### config.mk
export PLATFORM = sky130hd
export DESIGN_NAME = bfsra_ram
export DESIGN_NICKNAME = d
export VERILOG_FILES = /design/src/rtl/core/bfsra_ram.sv
export SDC_FILE = /design/constraint.sdc
export NUM_CORES = 2
export LEC_CHECK = 0
export BUFFER_PORTS_ARGS = -buffer_cell sky130_fd_sc_hd__buf_4
export CAP_MARGIN = 40
export CORE_ASPECT_RATIO = 1.75
export CORE_MARGIN = 2
export CORE_UTILIZATION = 60
export CTS_CLUSTER_DIAMETER = 60
export DETAILED_ROUTE_END_ITERATION = 10
export PLACE_DENSITY = 0.76
export SLEW_MARGIN = 15
export SYNTH_ARGS = -nofsm -noshare
export SYNTH_HDL_FRONTEND = slang
export SYNTH_SLANG_ARGS = --single-unit
### constraint.sdc
create_clock -name clk -period 3.1 [get_ports clk]
set_clock_uncertainty 0.15 [all_clocks]
set_input_delay 0.62 -clock clk [delete_from_list [all_inputs] [get_ports clk]]
set_output_delay 0.62 -clock clk [all_outputs]
set_load 0.02 [all_outputs]
### src/rtl/core/bfsra_ram.sv
`default_nettype none
module bfsra_ram #(
  parameter int W     = 8,
  parameter int DEPTH = 256,
  parameter int AW    = $clog2(DEPTH)
) (
  input  wire logic          clk,
  input  wire logic          we,
  input  wire logic [AW-1:0] waddr,
  input  wire logic [W-1:0]  wdata,
  input  wire logic          re,
  input  wire logic [AW-1:0] raddr,
  output logic      [W-1:0]  rdata
);

  logic [W-1:0] mem [DEPTH];

  always_ff @(posedge clk) begin
    if (we) begin
      mem[waddr] <= wdata;
    end
  end

  always_ff @(posedge clk) begin
    if (re) begin
      rdata <= mem[raddr];
    end
  end

endmodule
`default_nettype wire

==> impl_metrics.tcl <==
set metrics [dict create \
    dieHeight_um 485.9 \
    r2r_cells 7 \
    coreArea_sq_um 131700 \
    grt_antenna_before_repair 9 \
    ys_async_sr_fraction 0 \
    setup-violations-final 0 \
    p_int_w 0.04376 \
    clock_latency_ps 810 \
    viasPerCell 6.771 \
    yosysTopAreaCell "edfxtp_1" \
    power_switching_w 0.01164 \
    path_delay_family "buffers and inverters" \
    hold_depth 1 \
    crit_fanout 18 \
    fin_crit_ps 3064 \
    rsz0062_at_grt "false" \
    nNetsFinal 4413 \
    p_per_area_nw_per_um2 599.9 \
    synth.cell_area_sq_um 79640 \
    cts_buffer_depth 3 \
    wl_met2_um 110700 \
    hold_violations 0 \
    dpl.hpwl_um 140700 \
    fmax_mhz 326.3 \
    synth_top_family_by_area "multiplexers" \
    synth_compound_area_frac 0.03416 \
    synthesis.nets 3760 \
    drc 0 \
    crit_top_cell "buf_12" \
    crit_slowest_cell "nor4_2" \
    track_usage 0.3162 \
    drive_gt1_frac 0.3206 \
    post-cts-setup-buffers 0 \
    postSynthCellCount 3733 \
    wirelength_um 210000 \
    place_congestion 0.9778 \
    synthAdderAreaFrac 0 \
    worst-slew-pin-transition_ps 875.3 \
    slowest_delay_ps 640 \
    critPathKind "primary input to flip-flop" \
    ir_drop_v 0.0006076 \
    mostFrequentLayoutCells "edfxtp_1, buf_4, mux4_2" \
    start_kind "primary input" \
    grt_pass1_vias 43880 \
    rows 176 \
    final_common_cell "edfxtp_1" \
    via_count 42080 \
    clk_pin_slew_worst_paths_ps 70 \
    fin_hold_ws_ps 117.3 \
    syn2layout_area_growth_pct 15.96 \
    pwr-share-comb 0.059 \
    met3_length_um 17520 \
    synth_xor_area_frac 0 \
    ys.flop_type "edfxtp_1" \
    total_power_w 0.05540 \
    seq_power_share 0.554 \
    path_buf_inv 6 \
    cts.sinks 2056 \
    wl_per_cell_um 33.78 \
    cts_buffers 167 \
    grt_pass1_wl_um 301200 \
    wl_met1_um 63550 \
    synth_seq_cells 2056 \
    synth-simple-area-share 0.02625 \
    drtIter0Drc 5494 \
    critical_path.cell_chain "buf_8 > buf_12 > buf_12 > buf_12 > buf_4 > mux4_2 > o221ai_1 > nor2_1 > nor4_2 > buf_4 > nor4_2" \
    ys_warn_count 0 \
    relSlewSlack 0.4014 \
    io_buffers 34 \
    status "finished clean" \
    htreeDepth 4 \
    antenna_left 0 \
    min_path_type "primary input to flip-flop" \
    synth_top_area_frac 0.7753 \
    synth.area.mux_share 0.1460 \
    p_sw_frac 0.2101 \
    top_layer "met5" \
    grt_start_max_net_pins 99 \
    cts_root_buffer "clkbuf_16" \
    dieArea_sq_um 135800 \
    critical_path_cell_count 11 \
    cts_tree "built" \
    ys_seq_area_frac 0.7753 \
    dr.pass1.iters 5 \
    drv_slew 0 \
    synth_cell_types 54 \
    end_kind "flip-flop" \
    die_w_um 279.4 \
    grt_overflow 0 \
    start_util 0.6047 \
    period_share 0.9885 \
    cp.arrival_ps 3470 \
    synth_enable_flop_cells 2056 \
    clock_power_share 0.387 \
    power.leakage_nw 29.95 \
    yosys-top-cells-area "edfxtp_1, mux4_2, mux2i_1, nor2_1, a22oi_1" \
    io-pin-count 35 \
    worstPathRequired_ps 3510 \
    cap_viol_max_count 0 \
    synth.avg_cell_area_sq_um 21.33 \
]
==> cells by family after synthesis <==
family                 count (synthesis)
multiplexers                         591
buffers and inverters                235
AND/OR/NAND/NOR                      466
flip-flops                          2056
AO/OA/AOI/OAI                        385
==> through the flow <==
stage / cell area, sq um / setup TNS [ps] / setup slack, ps / cells / util
global placement: 86800 / -5364 / -1191 / 5906 / 0.6592
global route: 92340 / 0 / 2.774 / 6211 / 0.7012
CTS: 92330 / 0 / 64.15 / 6210 / 0.7011
detailed placement: 86820 / -5042 / -765.6 / 5907 / 0.6593
finish: 92350 / 0 / 35.64 / 6215 / 0.7013
floorplan: 79640 / 0 / 253.9 / 3733 / -
==> layout make-up <==
cell class                 count  area, sq um
tap                         1691         2116
timing repair buffer         717         6451
clock buffer                 189         4389
antenna                        5        12.51
sequential                  2056        61740
fill                        7456        39340
inverter                       2        7.507
clock inverter               113         1112
multi-input combinational   1442        16520
==> registers in the layout, summed over array words and instances (netlist names) <==
signal / count
mem: 2048
rdata: 8
==> Yosys cell counts, types with 27 or more instances <==
master,number
nand2_1,33
nor2_1,282
a22oi_1,133
o221ai_1,46
edfxtp_1,2056
buf_2,31
clkbuf_1,111
nand3_1,34
nor2b_1,31
a21oi_1,96
buf_4,27
o22ai_1,28
mux2i_1,134
mux4_2,454
==> worst paths after layout <==
kind | startpoint | end | slack [ps]
max reg2reg | mem[101][2] | rdata[2] | 80
min | wdata[5] | mem[34][5] | 120
min reg2reg | mem[176][2] | rdata[2] | 1060
max | raddr[0] | rdata[2] | 40
==> power groups by stage <==
stage	Combinational, W	Clock, W	Sequential (W)
detailed placement	0.00322	0	0.0313
floorplan	0.00149	0	0.0313
global placement	0.00315	0	0.0313
CTS	0.00325	0.0216	0.0307
global route	0.00340	0.0226	0.0307
finish	0.00329	0.0214	0.0307
==> what timing repair did <==
action,in CTS,in global routing
setup endpoints to repair,0,1
hold endpoints to repair,8,0
gates resized for setup,0,1
hold buffers,1,0
==> layer usage <==
layer  vias up  track usage
met5         -            0
met4        10       0.2275
met3       734      0.05817
met2      2572       0.5558
met1     21820       0.3428
li1      16950            -
(Power assumes the default switching activity.)
