File: config.mk
export PLATFORM = sky130hd
export DESIGN_NAME = bfsra_fit_unit
export DESIGN_NICKNAME = d
export VERILOG_FILES = /design/src/rtl/core/bfsra_pkg.sv /design/src/rtl/core/bfsra_fit_unit.sv
export SDC_FILE = /design/constraint.sdc
export NUM_CORES = 1
export LEC_CHECK = 0
export ABC_AREA = 1
export BUFFER_PORTS_ARGS = -buffer_cell sky130_fd_sc_hd__clkbuf_2
export CAP_MARGIN = 5
export CORE_UTILIZATION = 65
export DETAILED_ROUTE_END_ITERATION = 10
export GPL_TIMING_DRIVEN = 0
export PLACE_DENSITY = 0.88
export SYNTH_ARGS = -nofsm -noshare
export SYNTH_HDL_FRONTEND = slang
export SYNTH_SLANG_ARGS = --single-unit
export TNS_END_PERCENT = 5
File: constraint.sdc
create_clock -name clk -period 10.3 [get_ports clk]
set_clock_uncertainty 0.1 [all_clocks]
set_input_delay 2.06 -clock clk [delete_from_list [all_inputs] [get_ports clk]]
set_output_delay 2.06 -clock clk [all_outputs]
set_load 0.005 [all_outputs]
File: src/rtl/core/bfsra_pkg.sv
`default_nettype none
package bfsra_pkg;

  localparam int DIM_W     = 13;
  localparam int AREA_W    = 2 * DIM_W;
  localparam int SLOT_IO_W = 8;
  localparam int GEN_IO_W  = 16;

  typedef enum logic [1:0] {
    MODE_ALLOC = 2'd0,
    MODE_ADD   = 2'd1,
    MODE_REL   = 2'd2,
    MODE_CHK   = 2'd3
  } mode_t;

  typedef enum logic [3:0] {
    ST_IDLE,
    ST_ADD,
    ST_RD,
    ST_REL,
    ST_CHK,
    ST_SCAN,
    ST_AL_RD,
    ST_AL_MOVE,
    ST_RESP
  } state_t;

  typedef struct packed {
    logic clear;
    logic issue;
  } scan_ctl_t;

  typedef struct packed {
    logic busy;
    logic found;
  } scan_sts_t;

endpackage
`default_nettype wire

File: src/rtl/core/bfsra_fit_unit.sv
`default_nettype none
module bfsra_fit_unit
  import bfsra_pkg::*;
#(
  parameter int IDX_W = 8,
  parameter int GEN_W = 16
) (
  input  wire logic             clk,
  input  wire logic             rst_n,
  input  wire scan_ctl_t        ctl,
  input  wire logic [IDX_W-1:0] issue_pos,
  input  wire logic [IDX_W-1:0] fl_data,
  input  wire logic [DIM_W-1:0] ent_w,
  input  wire logic [DIM_W-1:0] ent_h,
  input  wire logic [GEN_W-1:0] ent_gen,
  input  wire logic [DIM_W-1:0] req_w,
  input  wire logic [DIM_W-1:0] req_h,
  output logic                  slot_re,
  output logic      [IDX_W-1:0] slot_raddr,
  output scan_sts_t             sts,
  output logic      [IDX_W-1:0] best_pos,
  output logic      [IDX_W-1:0] best_slot,
  output logic      [GEN_W-1:0] best_gen
);

  logic              s1_v_r, s2_v_r, s3_v_r;
  logic [IDX_W-1:0]  s1_pos_r, s2_pos_r, s3_pos_r;
  logic [IDX_W-1:0]  s2_slot_r, s3_slot_r;
  logic              s3_fit_r;
  logic [AREA_W-1:0] s3_area_r;
  logic [GEN_W-1:0]  s3_gen_r;
  logic              found_r;
  logic [AREA_W-1:0] best_area_r;
  logic [IDX_W-1:0]  best_pos_r, best_slot_r;
  logic [GEN_W-1:0]  best_gen_r;
  logic              take;

  assign slot_re    = s1_v_r;
  assign slot_raddr = fl_data;

  assign take = s3_v_r && s3_fit_r && (!found_r || (s3_area_r < best_area_r));

  always_ff @(posedge clk) begin
    if (!rst_n) begin
      s1_v_r  <= 1'b0;
      s2_v_r  <= 1'b0;
      s3_v_r  <= 1'b0;
      found_r <= 1'b0;
    end else begin
      s1_v_r <= ctl.issue;
      s2_v_r <= s1_v_r;
      s3_v_r <= s2_v_r;
      if (ctl.clear) begin
        found_r <= 1'b0;
      end else if (take) begin
        found_r <= 1'b1;
      end
    end
  end

  always_ff @(posedge clk) begin
    s1_pos_r  <= issue_pos;
    s2_pos_r  <= s1_pos_r;
    s2_slot_r <= fl_data;
    s3_pos_r  <= s2_pos_r;
    s3_slot_r <= s2_slot_r;
    s3_gen_r  <= ent_gen;
    s3_fit_r  <= (req_w <= ent_w) && (req_h <= ent_h);
    s3_area_r <= AREA_W'(ent_w) * AREA_W'(ent_h);
    if (take) begin
      best_area_r <= s3_area_r;
      best_pos_r  <= s3_pos_r;
      best_slot_r <= s3_slot_r;
      best_gen_r  <= s3_gen_r;
    end
  end

  assign sts.busy  = s1_v_r || s2_v_r || s3_v_r;
  assign sts.found = found_r;
  assign best_pos  = best_pos_r;
  assign best_slot = best_slot_r;
  assign best_gen  = best_gen_r;

endmodule
`default_nettype wire

==> results of run 1 <==
[state kept, by name, summed over array words and instances (netlist names)]
signal       cells
best_area_r     26
s3_area_r       26
best_gen        16
s3_gen_r        16
best_pos         8
best_slot        8
s1_pos_r         8
s2_pos_r         8
s2_slot_r        8
s3_pos_r         8
s3_slot_r        8
found_r          1
s2_v_r           1
s3_fit_r         1
s3_v_r           1
slot_re          1
[logic make-up after synthesis]
kind of cell	synth area share, %
DFF	31.7
AOI/OAI and AO/OA	3.78
and+or+nand+nor	14.1
buffers and inverters	13.3
xor gates and xnor gates	1.12
adders and majority gates	36.0
[power groups by stage]
stage               Sequential [mW]  Clock, mW  Combinational [mW]
global route                  0.742      0.632                2.25
detailed placement            0.745          0                1.93
finish                        0.736      0.603                1.98
global placement              0.738          0                1.85
floorplan                     0.731          0                1.48
CTS                           0.735      0.611                1.96
[cell type report]
class | instances | area share, %
Buffer | 35 | 1.32
Clock buffer | 17 | 3.39
Clock inverter | 15 | 1.27
Inverter | 345 | 10.3
Multi-Input combinational cell | 715 | 48.1
Sequential cell | 145 | 27.8
Tap cell | 220 | 2.19
Timing Repair Buffer | 132 | 5.62
[per-stage QoR]
step | total power, mW | setup slack (ns) | util, % | instances | instance area (um^2)
3_5_place_dp | 2.68 | 3.03 | 72.4 | 1592 | 12000
2_1_floorplan | 2.21 | 3.85 | - | 1240 | 11000
5_1_grt | 3.63 | 3.21 | 76.0 | 1624 | 12600
6_report | 3.31 | 3.31 | 76.0 | 1624 | 12600
4_1_cts | 3.31 | 3.43 | 76.0 | 1624 | 12600
3_3_place_gp | 2.59 | 3.07 | 72.0 | 1590 | 11900
[worst max-delay path, cell delays in order]
cell	delay, ns
sky130_fd_sc_hd__clkbuf_2	0.17
sky130_fd_sc_hd__clkbuf_1	0.58
sky130_fd_sc_hd__nand2_1	0.19
sky130_fd_sc_hd__fa_1	0.56
sky130_fd_sc_hd__inv_1	0.07
sky130_fd_sc_hd__fa_1	0.51
sky130_fd_sc_hd__fa_1	0.52
sky130_fd_sc_hd__fa_1	0.55
sky130_fd_sc_hd__inv_1	0.05
sky130_fd_sc_hd__fa_1	0.53
sky130_fd_sc_hd__inv_1	0.04
sky130_fd_sc_hd__ha_1	0.36
sky130_fd_sc_hd__nand4_1	0.17
sky130_fd_sc_hd__nor3_1	0.39
sky130_fd_sc_hd__nand3b_1	0.24
sky130_fd_sc_hd__nand4_1	0.16
sky130_fd_sc_hd__nand2_1	0.06
[cell usage in the layout, fill, tap and decap left out, types with 26 or more instances in the layout]
master	instances
sky130_fd_sc_hd__clkbuf_2	130
sky130_fd_sc_hd__edfxtp_1	58
sky130_fd_sc_hd__a21oi_1	43
sky130_fd_sc_hd__ha_1	122
sky130_fd_sc_hd__nor2_1	34
sky130_fd_sc_hd__fa_1	121
sky130_fd_sc_hd__nand2_1	297
sky130_fd_sc_hd__inv_1	345
sky130_fd_sc_hd__dfxtp_1	87
sky130_fd_sc_hd__clkbuf_1	26
[worst paths after layout]
path	endpoint	startpoint	cells past startpoint
worst max-delay path	s3_area_r[22]	ent_w[6]	17
worst min-delay path	s3_pos_r[5]	s2_pos_r[5]	0
worst max register to register	best_area_r[11]	best_area_r[19]	13
worst min register to register	s3_pos_r[5]	s2_pos_r[5]	0
[metal layers]
metal | vias to the layer above | wire [um]
li1 | 3999 | -
met2 | 389 | 12600
met3 | 70 | 1650
met5 | - | 0
met4 | 0 | 874
met1 | 4066 | 9480
==> impl_table.tex, run 1 <==
\begin{tabular}{lr}
\hline
Metric & Value \\
\hline
\multicolumn{2}{l}{\textbf{Run status}} \\
\quad Run status & completed \\
\multicolumn{2}{l}{\textbf{Clock network}} \\
\quad Max H-tree Level & 4 \\
\quad Root buffer selected by CTS & sky130\_fd\_sc\_hd\_\_clkbuf\_16 \\
\quad Clock Path Buffers & 2 \\
\quad Hold buffers post-CTS & 0 \\
\quad CTS Buf Count & 17 \\
\quad Clock slew at reported path FFs & about 0.060 ns \\
\quad Clock tree from TritonCTS & done \\
\quad Clock latency reported for the late side of the worst-skew pair & 0.42 ns \\
\quad Number of buffers inserted by post-CTS setup repair & 0 \\
\quad Count of clock tree sinks & between 100 and 150 \\
\quad Resized cells post-CTS & 0 \\
\multicolumn{2}{l}{\textbf{Global route}} \\
\quad Number of antenna violations at the first check in global routing & 0 \\
\quad Met1 usage & 34.8\% \\
\quad Gr busiest metal & met2 \\
\quad Met2 track demand over resource & a little over half \\
\quad Vias in the first global route & about 9000 \\
\quad Global-route congestion overflow total & 0 \\
\quad Gr usage total & roughly 30\% \\
\quad First-pass GRT wire length & around 41 mm \\
\quad Maximum number of pins on one net before global-route repair & 22 \\
\quad Met3 routing resource usage after global routing & between 4 and 5\% \\
\multicolumn{2}{l}{\textbf{Yosys}} \\
\quad Number of synthesized flops with an enable pin & 58 \\
\quad Area share of the largest cell type after synthesis & between 20\% and 30\% \\
\quad Prevailing post-synth register cell & sky130\_fd\_sc\_hd\_\_dfxtp\_1 \\
\quad Count leader, synth & sky130\_fd\_sc\_hd\_\_inv\_1 \\
\quad Synthesized area divided by synthesized cell count & slightly below 9 um\^{}2 \\
\quad Synthesized instance count & 1240 \\
\quad Total nets after synthesis & 1571 \\
\quad Most area-consuming cells after synthesis & sky130\_fd\_sc\_hd\_\_fa\_1 (22\%), sky130\_fd\_sc\_hd\_\_dfxtp\_1 (16\%), sky130\_fd\_sc\_hd\_\_edfxtp\_1 (16\%), sky130\_fd\_sc\_hd\_\_ha\_1 (14\%), sky130\_fd\_sc\_hd\_\_inv\_1 (12\%) \\
\quad Count of unique library cells instantiated by Yosys & 30 \\
\quad Sequential fraction of the synthesis area & a little under a third \\
\quad Area of the mapped netlist & 11000 um\^{}2 \\
\quad Cell type with the highest aggregate area in the netlist & sky130\_fd\_sc\_hd\_\_fa\_1 \\
\quad Async SR Flop Fraction & 0\% \\
\quad Leading cell types by count after synthesis & sky130\_fd\_sc\_hd\_\_inv\_1 (345), sky130\_fd\_sc\_hd\_\_nand2\_1 (297), sky130\_fd\_sc\_hd\_\_ha\_1 (122), sky130\_fd\_sc\_hd\_\_fa\_1 (121), sky130\_fd\_sc\_hd\_\_dfxtp\_1 (87) \\
\quad Synth Register Bits & approximately 150 \\
\quad Number of warnings issued by yosys & 0 \\
\multicolumn{2}{l}{\textbf{Setup path}} \\
\quad Worst-path maximum fanout & 10 \\
\quad Worst setup SP type & input pin \\
\quad Capturing element type of the critical path & flip-flop \\
\quad Worst setup slack for register-to-register paths & $\sim$7.5 ns \\
\quad Worst path required time & $\sim$11 ns \\
\quad Critical path arrival & slightly above 7 ns \\
\quad Critical path type & input pin to flip-flop \\
\multicolumn{2}{l}{\textbf{STA}} \\
\quad Hold violation count in the final report & 0 \\
\quad Setup repair after global routing missed its margin & false \\
\quad Pins Over Slew Limit & 0 \\
\quad Min cycle time layout & roughly 7 ns \\
\quad Slew headroom & 51.7\% \\
\quad Final setup viols & 0 \\
\quad Fmax & 0.143 GHz \\
\quad Hold Worst Slack & between 0.2 and 0.25 ns \\
\quad Slew at the pin closest to its max-slew limit & 0.725 ns \\
\quad Part of the cycle the worst path needs & a little under 70\% \\
\quad Sum of negative setup slack & 0 ns \\
\multicolumn{2}{l}{\textbf{Pwr}} \\
\quad Static Leak & slightly above 7 nW \\
\quad Proportion of power drawn by the clock network & a little under a fifth \\
\quad Sequential group share of total power & about 22\% \\
\quad VDD IR max & between 150 and 200 uV \\
\quad Switching power total & roughly 1.5 mW \\
\quad Power density cells & 264 nW/um\^{}2 \\
\quad Sw Share & between 40\% and 50\% \\
\quad Cell-internal power & around 1.8 mW \\
\quad Combinational group share of total power & between 50\% and 60\% \\
\multicolumn{2}{l}{\textbf{Routing}} \\
\quad Number of design-rule violations left by the first detailed-router iteration & about 520 \\
\quad Detailed-route via count & roughly 8500 \\
\quad Final WL & roughly 25 mm \\
\quad Average routed wire per standard cell & between 15 and 20 um \\
\quad DRC viols & 0 \\
\quad Remaining antenna violation count after routing & 0 \\
\quad Detail-routed via count per cell & $\sim$5.2 \\
\quad Router iterations before antenna repair & 6 \\
\multicolumn{2}{l}{\textbf{Place}} \\
\quad Post-DP HPWL & just under 20 mm \\
\quad \# port buffers & between 100 and 150 \\
\quad RePlAce Congestion & 0.947 \\
\multicolumn{2}{l}{\textbf{Floorplanning}} \\
\quad Vertical extent of the die & roughly 130 um \\
\quad I/O pins & 131 \\
\quad Initial Utilization & between 60\% and 70\% \\
\quad Overall die area & between 15000 and 20000 um\^{}2 \\
\quad Placeable Area & between 15000 and 20000 um\^{}2 \\
\quad Placement Rows & 47 \\
\quad Die X-Extent & $\sim$130 um \\
\multicolumn{2}{l}{\textbf{Hold path}} \\
\quad Classification of the worst-slack hold path & flip-flop to flip-flop \\
\multicolumn{2}{l}{\textbf{Final layout}} \\
\quad Flip-flop and latch area & between 3000 and 4000 um\^{}2 \\
\quad Area growth, synth to finish & 14.4\% \\
\quad Multi-input combinational cell area & around 6000 um\^{}2 \\
\quad Share of layout cells above drive strength 1 & between 10\% and 20\% \\
\quad Final-stage net count & 1722 \\
\quad Inserted Diodes & 0 \\
\quad Number of fillers in the final layout & around 1100 \\
\multicolumn{2}{l}{\textbf{Flow run}} \\
\quad Number of max-capacitance violations reported & 0 \\
\hline
\end{tabular}
No activity file was read; power rests on OpenSTA's default activity.
==> run 2: changes to the inputs <==
--- a/config.mk
+++ b/config.mk
@@ -8,10 +8,10 @@
 export ABC_AREA = 1
 export BUFFER_PORTS_ARGS = -buffer_cell sky130_fd_sc_hd__clkbuf_2
 export CAP_MARGIN = 5
-export CORE_UTILIZATION = 65
+export CORE_UTILIZATION = 54
 export DETAILED_ROUTE_END_ITERATION = 10
 export GPL_TIMING_DRIVEN = 0
-export PLACE_DENSITY = 0.88
+export PLACE_DENSITY = 0.78
 export SYNTH_ARGS = -nofsm -noshare
 export SYNTH_HDL_FRONTEND = slang
 export SYNTH_SLANG_ARGS = --single-unit
==> constraint.sdc (replaced) <==
create_clock -name clk -period 6 [get_ports clk]
set_clock_uncertainty 0.1 [all_clocks]
set_input_delay 1.2 -clock clk [delete_from_list [all_inputs] [get_ports clk]]
set_output_delay 1.2 -clock clk [all_outputs]
set_load 0.005 [all_outputs]
==> run 2 against run 1 <==
Effect of this change: final cell count increased by 2.4%; routed wire length fell by 7.1%; sequential cell count is the same; critical endpoint unchanged; cell area increased by 0.22%; clock power grew 66%; register-to-register slack lost 3.9 ns; critical path depth unchanged; via count is 4.6% lower; critical path type unchanged; total power increased by 69%; first-iteration DRC count decreased by 28%; hold slack better by 0.00095 ns; largest power group unchanged.
==> impl_table.tex, run 2 (same netlist as run 1, synthesis figures left out) <==
\begin{tabular}{lr}
\hline
Metric & Value \\
\hline
\multicolumn{2}{l}{\textbf{STA}} \\
\quad Slew headroom & 61.6\% (was 51.7\%) \\
\quad Min cycle time layout & about 5.8 ns \\
\quad Fmax & $\sim$0.17 GHz \\
\quad Final setup viols & 0 (unchanged) \\
\quad Part of the cycle the worst path needs & a little over nine tenths \\
\quad Hold violation count in the final report & 0 (unchanged) \\
\quad Slew at the pin closest to its max-slew limit & 0.576 ns (was 0.725 ns) \\
\quad Setup repair after global routing missed its margin & false (unchanged) \\
\quad Pins Over Slew Limit & 0 (unchanged) \\
\multicolumn{2}{l}{\textbf{Routing}} \\
\quad Remaining antenna violation count after routing & 0 (unchanged) \\
\quad Final WL & 22.9 mm (was 24.6 mm) \\
\quad Detail-routed via count per cell & 4.89 (was 5.25) \\
\quad Detailed-route via count & 8132 (was 8524) \\
\quad Router iterations before antenna repair & 5 (was 6) \\
\quad DRC viols & 0 (unchanged) \\
\quad Number of design-rule violations left by the first detailed-router iteration & 378 (was 523) \\
\quad Average routed wire per standard cell & 13.8 um (was 15.2 um) \\
\multicolumn{2}{l}{\textbf{Global route}} \\
\quad Met2 track demand over resource & 42.5\% (was 54.8\%) \\
\quad Met1 usage & 28.1\% (was 34.8\%) \\
\quad Gr usage total & 23.8\% (was 30.2\%) \\
\quad First-pass GRT wire length & 38.3 mm (was 41.1 mm) \\
\quad Vias in the first global route & 8490 (was 8978) \\
\quad Met3 routing resource usage after global routing & 3.51\% (was 4.73\%) \\
\quad Global-route congestion overflow total & 0 (unchanged) \\
\quad Maximum number of pins on one net before global-route repair & 32 (was 22) \\
\quad Gr busiest metal & met2 (unchanged) \\
\quad Number of antenna violations at the first check in global routing & 0 (unchanged) \\
\multicolumn{2}{l}{\textbf{Clock network}} \\
\quad Root buffer selected by CTS & sky130\_fd\_sc\_hd\_\_clkbuf\_16 (unchanged) \\
\quad Clock latency reported for the late side of the worst-skew pair & 0.41 ns (was 0.42 ns) \\
\quad Hold buffers post-CTS & 0 (unchanged) \\
\quad Clock tree from TritonCTS & done (unchanged) \\
\quad Count of clock tree sinks & 145 (unchanged) \\
\quad CTS Buf Count & 17 (unchanged) \\
\quad Clock Path Buffers & 2 (unchanged) \\
\quad Max H-tree Level & 4 (unchanged) \\
\quad Clock slew at reported path FFs & 0.06 ns (about the same) \\
\multicolumn{2}{l}{\textbf{Setup path}} \\
\quad Crit path buffers/inverters & 5 (unchanged) \\
\quad Longest individual stage delay on the worst path & 0.56 ns (was 0.58 ns) \\
\quad Cell family with most CP delay & adder cells (unchanged) \\
\quad Worst setup SP type & input pin (unchanged) \\
\quad Worst path required time & 6.21 ns (was 10.51 ns) \\
\quad Capturing element type of the critical path & flip-flop (unchanged) \\
\quad Critical path type & input pin to flip-flop (unchanged) \\
\quad Worst-path maximum fanout & 10 (unchanged) \\
\quad Slowest library cell on the worst path & sky130\_fd\_sc\_hd\_\_fa\_1 (was sky130\_fd\_sc\_hd\_\_clkbuf\_1) \\
\quad Worst path cell trace & clkbuf\_2 > clkbuf\_1 > nand2\_1 > fa\_1 > fa\_1 > inv\_1 > fa\_1 > fa\_1 > inv\_1 > fa\_1 > inv\_1 > ha\_1 > nand4\_1 > nor3\_1 > nand3b\_1 > nand4\_1 > nand2\_1 (was clkbuf\_2 > clkbuf\_1 > nand2\_1 > fa\_1 > inv\_1 > fa\_1 > fa\_1 > fa\_1 > inv\_1 > fa\_1 > inv\_1 > ha\_1 > nand4\_1 > nor3\_1 > nand3b\_1 > nand4\_1 > nand2\_1) \\
\quad Most frequent cell on the critical path & sky130\_fd\_sc\_hd\_\_fa\_1 (unchanged) \\
\quad Critical path arrival & 5.99 ns (was 7.20 ns) \\
\multicolumn{2}{l}{\textbf{Final layout}} \\
\quad Area growth, synth to finish & 14.6\% (was 14.4\%) \\
\quad Number of fillers in the final layout & 1609 (was 1124) \\
\quad Commonest cells after routing, fill and taps aside & sky130\_fd\_sc\_hd\_\_inv\_1 (345), sky130\_fd\_sc\_hd\_\_nand2\_1 (297), sky130\_fd\_sc\_hd\_\_clkbuf\_2 (145) (was sky130\_fd\_sc\_hd\_\_inv\_1 (345), sky130\_fd\_sc\_hd\_\_nand2\_1 (297), sky130\_fd\_sc\_hd\_\_clkbuf\_2 (130)) \\
\quad Finished Layout Cells & 1663 (was 1624) \\
\quad Inserted Diodes & 0 (unchanged) \\
\quad Share of layout cells above drive strength 1 & 14.2\% (was 13.2\%) \\
\quad Final-stage net count & 1716 (was 1722) \\
\quad Most common cell after layout, fill and taps aside & sky130\_fd\_sc\_hd\_\_inv\_1 (unchanged) \\
\quad Largest registers in the final layout & best\_area\_r x26, s3\_area\_r x26 (unchanged) \\
\multicolumn{2}{l}{\textbf{Floorplanning}} \\
\quad Overall die area & 20900 um\^{}2 (was 17400 um\^{}2) \\
\quad Placement Rows & 51 (was 47) \\
\quad Die X-Extent & 145 um (was 132 um) \\
\quad I/O pins & 131 (unchanged) \\
\quad Placeable Area & 19700 um\^{}2 (was 16500 um\^{}2) \\
\quad Initial Utilization & 55.7\% (was 66.4\%) \\
\quad Vertical extent of the die & 145 um (was 132 um) \\
\multicolumn{2}{l}{\textbf{Pwr}} \\
\quad Static Leak & 7.14 nW (was 7.11 nW) \\
\quad Power density cells & 444 nW/um\^{}2 (was 264 nW/um\^{}2) \\
\quad VDD IR max & 296 uV (was 194 uV) \\
\quad Power consumption & 5.58 mW (was 3.31 mW) \\
\multicolumn{2}{l}{\textbf{Place}} \\
\quad Placed Instances & 1637 (was 1592) \\
\quad Post-DP HPWL & 18.9 mm (was 19.5 mm) \\
\quad \# port buffers & 130 (unchanged) \\
\quad RePlAce Congestion & 0.925 (was 0.947) \\
\multicolumn{2}{l}{\textbf{Run status}} \\
\quad Run status & completed (unchanged) \\
\multicolumn{2}{l}{\textbf{Flow run}} \\
\quad Number of max-capacitance violations reported & 0 (unchanged) \\
\multicolumn{2}{l}{\textbf{Hold path}} \\
\quad Classification of the worst-slack hold path & flip-flop to flip-flop (unchanged) \\
\hline
\end{tabular}
==> run 2: path summary, 6_finish.rpt <==
kind | end | from | cells after the start | slack (ns)
worst max-delay path | s3_area_r[22] | ent_w[4] | 17 | 0.22
worst min-delay path | s3_slot_r[5] | s2_slot_r[5] | 0 | 0.22
worst max register to register | best_gen[11] | best_area_r[23] | 11 | 3.59
worst min register to register | s3_slot_r[5] | s2_slot_r[5] | 0 | 0.22
==> run 2: routing by layer <==
metal  vias to the layer above  wire (um)
li1                       3977          -
met1                      3801       9430
met2                       295      11400
met3                        59       1320
met4                         0        714
met5                         -          0
==> run 2: layout make-up <==
| cell class | count | area [um^2] | area share, % |
|---|---|---|---|
| inverters | 345 | 1290 | 10.3 |
| clock inverters | 15 | 149 | 1.18 |
| flip-flops and latches | 145 | 3480 | 27.7 |
| multi-input cells | 715 | 6040 | 48.0 |
| plain buffers | 29 | 161 | 1.28 |
| clock buffers | 17 | 425 | 3.38 |
| well taps | 265 | 332 | 2.64 |
| repair buffers | 132 | 691 | 5.49 |
==> run 2: metrics by stage <==
| stage | hold WS, ns | setup TNS, ns | utilization, % | cell area, um^2 | worst slack, ns |
|---|---|---|---|---|---|
| CTS | 0.227 | 0 | 63.8 | 12600 | 0.0120 |
| detailed placement | 0.212 | -3.43 | 60.9 | 12000 | -0.429 |
| global route | 0.230 | 0 | 63.8 | 12600 | 0.00151 |
| global placement | 0.210 | -2.07 | 60.6 | 12000 | -0.361 |
| finish | 0.224 | 0 | 63.8 | 12600 | 0.221 |
| floorplan | 0.210 | 0 | - | 11000 | 0.415 |
==> run 2: power by group <==
part	total (mW)	switching, mW	internal, mW
clock	0.998	0.416	0.582
combinational	3.33	2.09	1.24
sequential	1.26	0.0601	1.20
total	5.58	2.56	3.02
==> run 2: what timing repair did <==
action	in CTS	in global routing
setup endpoints to repair	0	10
resized for setup	0	30
buffers inserted	0	0
==> run 3: changes to the inputs <==
--- a/config.mk
+++ b/config.mk
@@ -9,9 +9,11 @@
 export BUFFER_PORTS_ARGS = -buffer_cell sky130_fd_sc_hd__clkbuf_2
 export CAP_MARGIN = 5
 export CORE_UTILIZATION = 54
+export CTS_BUF_LIST = sky130_fd_sc_hd__clkbuf_16
 export DETAILED_ROUTE_END_ITERATION = 10
 export GPL_TIMING_DRIVEN = 0
 export PLACE_DENSITY = 0.78
+export SLEW_MARGIN = 15
 export SYNTH_ARGS = -nofsm -noshare
 export SYNTH_HDL_FRONTEND = slang
 export SYNTH_SLANG_ARGS = --single-unit
==> run 3 against run 2 <==
Effect of this change: cell area about the same; utilization about the same; non-clock buffer count decreased by 3; count of clock-buffer cells in the layout did not move; setup slack gained 0.0083 ns; global-route usage rose by 0.16 points; via count increased by 0.32%; critical endpoint is now s3_area_r[25]; largest power group unchanged; highest routed layer unchanged.
==> impl_table.tex, run 3 (same netlist as run 1, synthesis figures left out) <==
\begin{tabular}{lr}
\hline
Metric & Value \\
\hline
\multicolumn{2}{l}{\textbf{STA}} \\
\quad Final setup viols & 0 (unchanged) \\
\quad Pins Over Slew Limit & 0 (unchanged) \\
\quad Slew at the pin closest to its max-slew limit & 0.566 ns (was 0.576 ns) \\
\quad Slew headroom & 62.3\% (was 61.6\%) \\
\quad Hold violation count in the final report & 0 (unchanged) \\
\quad Setup repair after global routing missed its margin & false (unchanged) \\
\quad Min cycle time layout & 5.77 ns (was 5.78 ns) \\
\quad Fmax & 0.173 GHz (about the same) \\
\quad Part of the cycle the worst path needs & 96.2\% (was 96.3\%) \\
\quad Hold Worst Slack & 0.226 ns (was 0.224 ns) \\
\quad Final WS setup & 0.229 ns (was 0.221 ns) \\
\multicolumn{2}{l}{\textbf{Final layout}} \\
\quad Multi-input combinational cell area & 6040 um\^{}2 (unchanged) \\
\quad Share of layout cells above drive strength 1 & 14.2\% (about the same) \\
\quad Commonest cells after routing, fill and taps aside & sky130\_fd\_sc\_hd\_\_inv\_1 (345), sky130\_fd\_sc\_hd\_\_nand2\_1 (297), sky130\_fd\_sc\_hd\_\_clkbuf\_2 (144) (was sky130\_fd\_sc\_hd\_\_inv\_1 (345), sky130\_fd\_sc\_hd\_\_nand2\_1 (297), sky130\_fd\_sc\_hd\_\_clkbuf\_2 (145)) \\
\quad Number of fillers in the final layout & 1596 (was 1609) \\
\quad Util after Layout & 63.8\% (about the same) \\
\quad Most common cell after layout, fill and taps aside & sky130\_fd\_sc\_hd\_\_inv\_1 (unchanged) \\
\quad Largest registers in the final layout & best\_area\_r x26, s3\_area\_r x26 (unchanged) \\
\quad Inserted Diodes & 0 (unchanged) \\
\quad Final-stage net count & 1713 (was 1716) \\
\quad Flip-flop and latch area & 3480 um\^{}2 (unchanged) \\
\quad Area growth, synth to finish & 14.6\% (about the same) \\
\multicolumn{2}{l}{\textbf{Setup path}} \\
\quad Worst-path maximum fanout & 10 (unchanged) \\
\quad Worst path required time & 6.21 ns (about the same) \\
\quad Critical path arrival & 5.98 ns (was 5.99 ns) \\
\quad R2r startpoint & best\_area\_r[23] (unchanged) \\
\quad Critical path type & input pin to flip-flop (unchanged) \\
\quad Worst setup slack for register-to-register paths & 3.61 ns (was 3.59 ns) \\
\quad Cell count of the worst reg-to-reg path & 10 (was 11) \\
\quad Reg2reg end & best\_gen[14] (was best\_gen[11]) \\
\quad Capturing element type of the critical path & flip-flop (unchanged) \\
\quad Worst setup SP type & input pin (unchanged) \\
\multicolumn{2}{l}{\textbf{Clock network}} \\
\quad CTS Buf Count & 17 (unchanged) \\
\quad Clock slew at reported path FFs & 0.06 ns (about the same) \\
\quad Count of clock tree sinks & 145 (unchanged) \\
\quad Root buffer selected by CTS & sky130\_fd\_sc\_hd\_\_clkbuf\_16 (unchanged) \\
\quad Clock tree from TritonCTS & done (unchanged) \\
\quad Clock Path Buffers & 2 (unchanged) \\
\quad Max H-tree Level & 4 (unchanged) \\
\quad Clock latency reported for the late side of the worst-skew pair & 0.42 ns (was 0.41 ns) \\
\multicolumn{2}{l}{\textbf{Routing}} \\
\quad Number of design-rule violations left by the first detailed-router iteration & 387 (was 378) \\
\quad Router iterations before antenna repair & 5 (unchanged) \\
\quad DRC viols & 0 (unchanged) \\
\quad Remaining antenna violation count after routing & 0 (unchanged) \\
\quad Detail-routed via count per cell & 4.91 (was 4.89) \\
\quad Average routed wire per standard cell & 13.8 um (about the same) \\
\quad Final WL & 22.9 mm (about the same) \\
\quad Detailed-route via count & 8158 (was 8132) \\
\multicolumn{2}{l}{\textbf{Floorplanning}} \\
\quad Placement Rows & 51 (unchanged) \\
\quad I/O pins & 131 (unchanged) \\
\quad Vertical extent of the die & 145 um (unchanged) \\
\quad Placeable Area & 19700 um\^{}2 (unchanged) \\
\quad Overall die area & 20900 um\^{}2 (unchanged) \\
\quad Initial Utilization & 55.7\% (unchanged) \\
\quad Die X-Extent & 145 um (unchanged) \\
\multicolumn{2}{l}{\textbf{Pwr}} \\
\quad VDD IR max & 300 uV (was 296 uV) \\
\quad Power consumption & 5.58 mW (about the same) \\
\quad Static Leak & 7.14 nW (about the same) \\
\quad Power density cells & 443 nW/um\^{}2 (was 444 nW/um\^{}2) \\
\multicolumn{2}{l}{\textbf{Hold path}} \\
\quad Worst hold stages & 0 (unchanged) \\
\quad Startpoint of the most critical hold path & s2\_slot\_r[4] (was s2\_slot\_r[5]) \\
\quad End point of the worst hold path & s3\_slot\_r[4] (was s3\_slot\_r[5]) \\
\quad Classification of the worst-slack hold path & flip-flop to flip-flop (unchanged) \\
\multicolumn{2}{l}{\textbf{Run status}} \\
\quad Run status & completed (unchanged) \\
\multicolumn{2}{l}{\textbf{Global route}} \\
\quad Number of antenna violations at the first check in global routing & 0 (unchanged) \\
\quad Vias in the first global route & 8483 (was 8490) \\
\quad Gr usage total & 24.0\% (was 23.8\%) \\
\quad Global-route congestion overflow total & 0 (unchanged) \\
\quad First-pass GRT wire length & 38.5 mm (was 38.3 mm) \\
\quad Maximum number of pins on one net before global-route repair & 28 (was 32) \\
\multicolumn{2}{l}{\textbf{Place}} \\
\quad RePlAce Congestion & 0.925 (unchanged) \\
\quad \# port buffers & 130 (unchanged) \\
\quad Post-place setup slack & -0.445 ns (was -0.429 ns) \\
\quad Post-DP HPWL & 19.0 mm (was 18.9 mm) \\
\multicolumn{2}{l}{\textbf{Flow run}} \\
\quad Number of max-capacitance violations reported & 0 (unchanged) \\
\hline
\end{tabular}
[run 3: critical path, cell delays in order]
cell and delay (ns):
sky130_fd_sc_hd__clkbuf_2 0.14, sky130_fd_sc_hd__clkbuf_1 0.29, sky130_fd_sc_hd__nand2_1 0.14, sky130_fd_sc_hd__inv_1 0.06, sky130_fd_sc_hd__fa_1 0.52, sky130_fd_sc_hd__inv_1 0.05
sky130_fd_sc_hd__fa_1 0.52, sky130_fd_sc_hd__inv_1 0.05, sky130_fd_sc_hd__fa_1 0.50, sky130_fd_sc_hd__fa_1 0.51, sky130_fd_sc_hd__inv_1 0.06, sky130_fd_sc_hd__fa_1 0.53
sky130_fd_sc_hd__inv_1 0.04, sky130_fd_sc_hd__ha_1 0.36, sky130_fd_sc_hd__nand2_1 0.15, sky130_fd_sc_hd__inv_1 0.05, sky130_fd_sc_hd__a21oi_1 0.26, sky130_fd_sc_hd__nor2_1 0.09
sky130_fd_sc_hd__o21bai_1 0.20, sky130_fd_sc_hd__nand3_1 0.11, sky130_fd_sc_hd__nand2_1 0.08, sky130_fd_sc_hd__nand2_1 0.04
[run 3: worst max path at each step]
stage                     to  slack, ns  startpoint
6_report       s3_area_r[25]       0.23    ent_h[3]
5_1_grt        s3_area_r[25]       0.01    ent_h[3]
4_1_cts        s3_area_r[22]       0.02    ent_h[7]
3_5_place_dp   s3_area_r[22]      -0.44    ent_h[7]
3_3_place_gp   s3_area_r[22]      -0.36    ent_h[7]
2_1_floorplan  s3_area_r[25]       0.41    ent_w[0]
[run 3: timing repair]
item	4_1_cts	5_1_grt
setup buffers	0	0
gates resized for setup	0	28
endpoints found under the setup margin	0	9
hold buffers	0	0
[run 3: cell type report]
type / instances / share of cell area (%)
Buffer: 26 / 1.18
Inverter: 345 / 10.3
Clock inverter: 15 / 1.18
Timing Repair Buffer: 132 / 5.61
Clock buffer: 17 / 3.38
Multi-Input combinational cell: 715 / 48.0
Sequential cell: 145 / 27.7
Tap cell: 265 / 2.64
[run 3: per-layer routing]
metal,GRT usage [%],routed length (um),up-vias,part of all wire [%]
met4,11.1,770,0,3.4
met5,0,0,-,0
met2,42.8,11400,292,50
met3,3.81,1240,73,5.4
li1,-,-,3982,-
met1,28.2,9440,3811,41
[run 3: power breakdown]
part / leakage, nW / switching (mW) / total, mW / internal [mW]
sequential: 1.26 / 0.0602 / 1.26 / 1.20
combinational: 5.60 / 2.07 / 3.31 / 1.24
clock: 0.278 / 0.423 / 1.01 / 0.583
[run 3: through the flow]
stage                     setup TNS [ns]  std cells  cell area (um^2)
after floorplan                        0       1240             11000
after global placement             -2.07       1635             12000
after detailed placement           -3.45       1637             12000
after CTS                              0       1669             12600
after global routing                   0       1660             12600
final                                  0       1660             12600
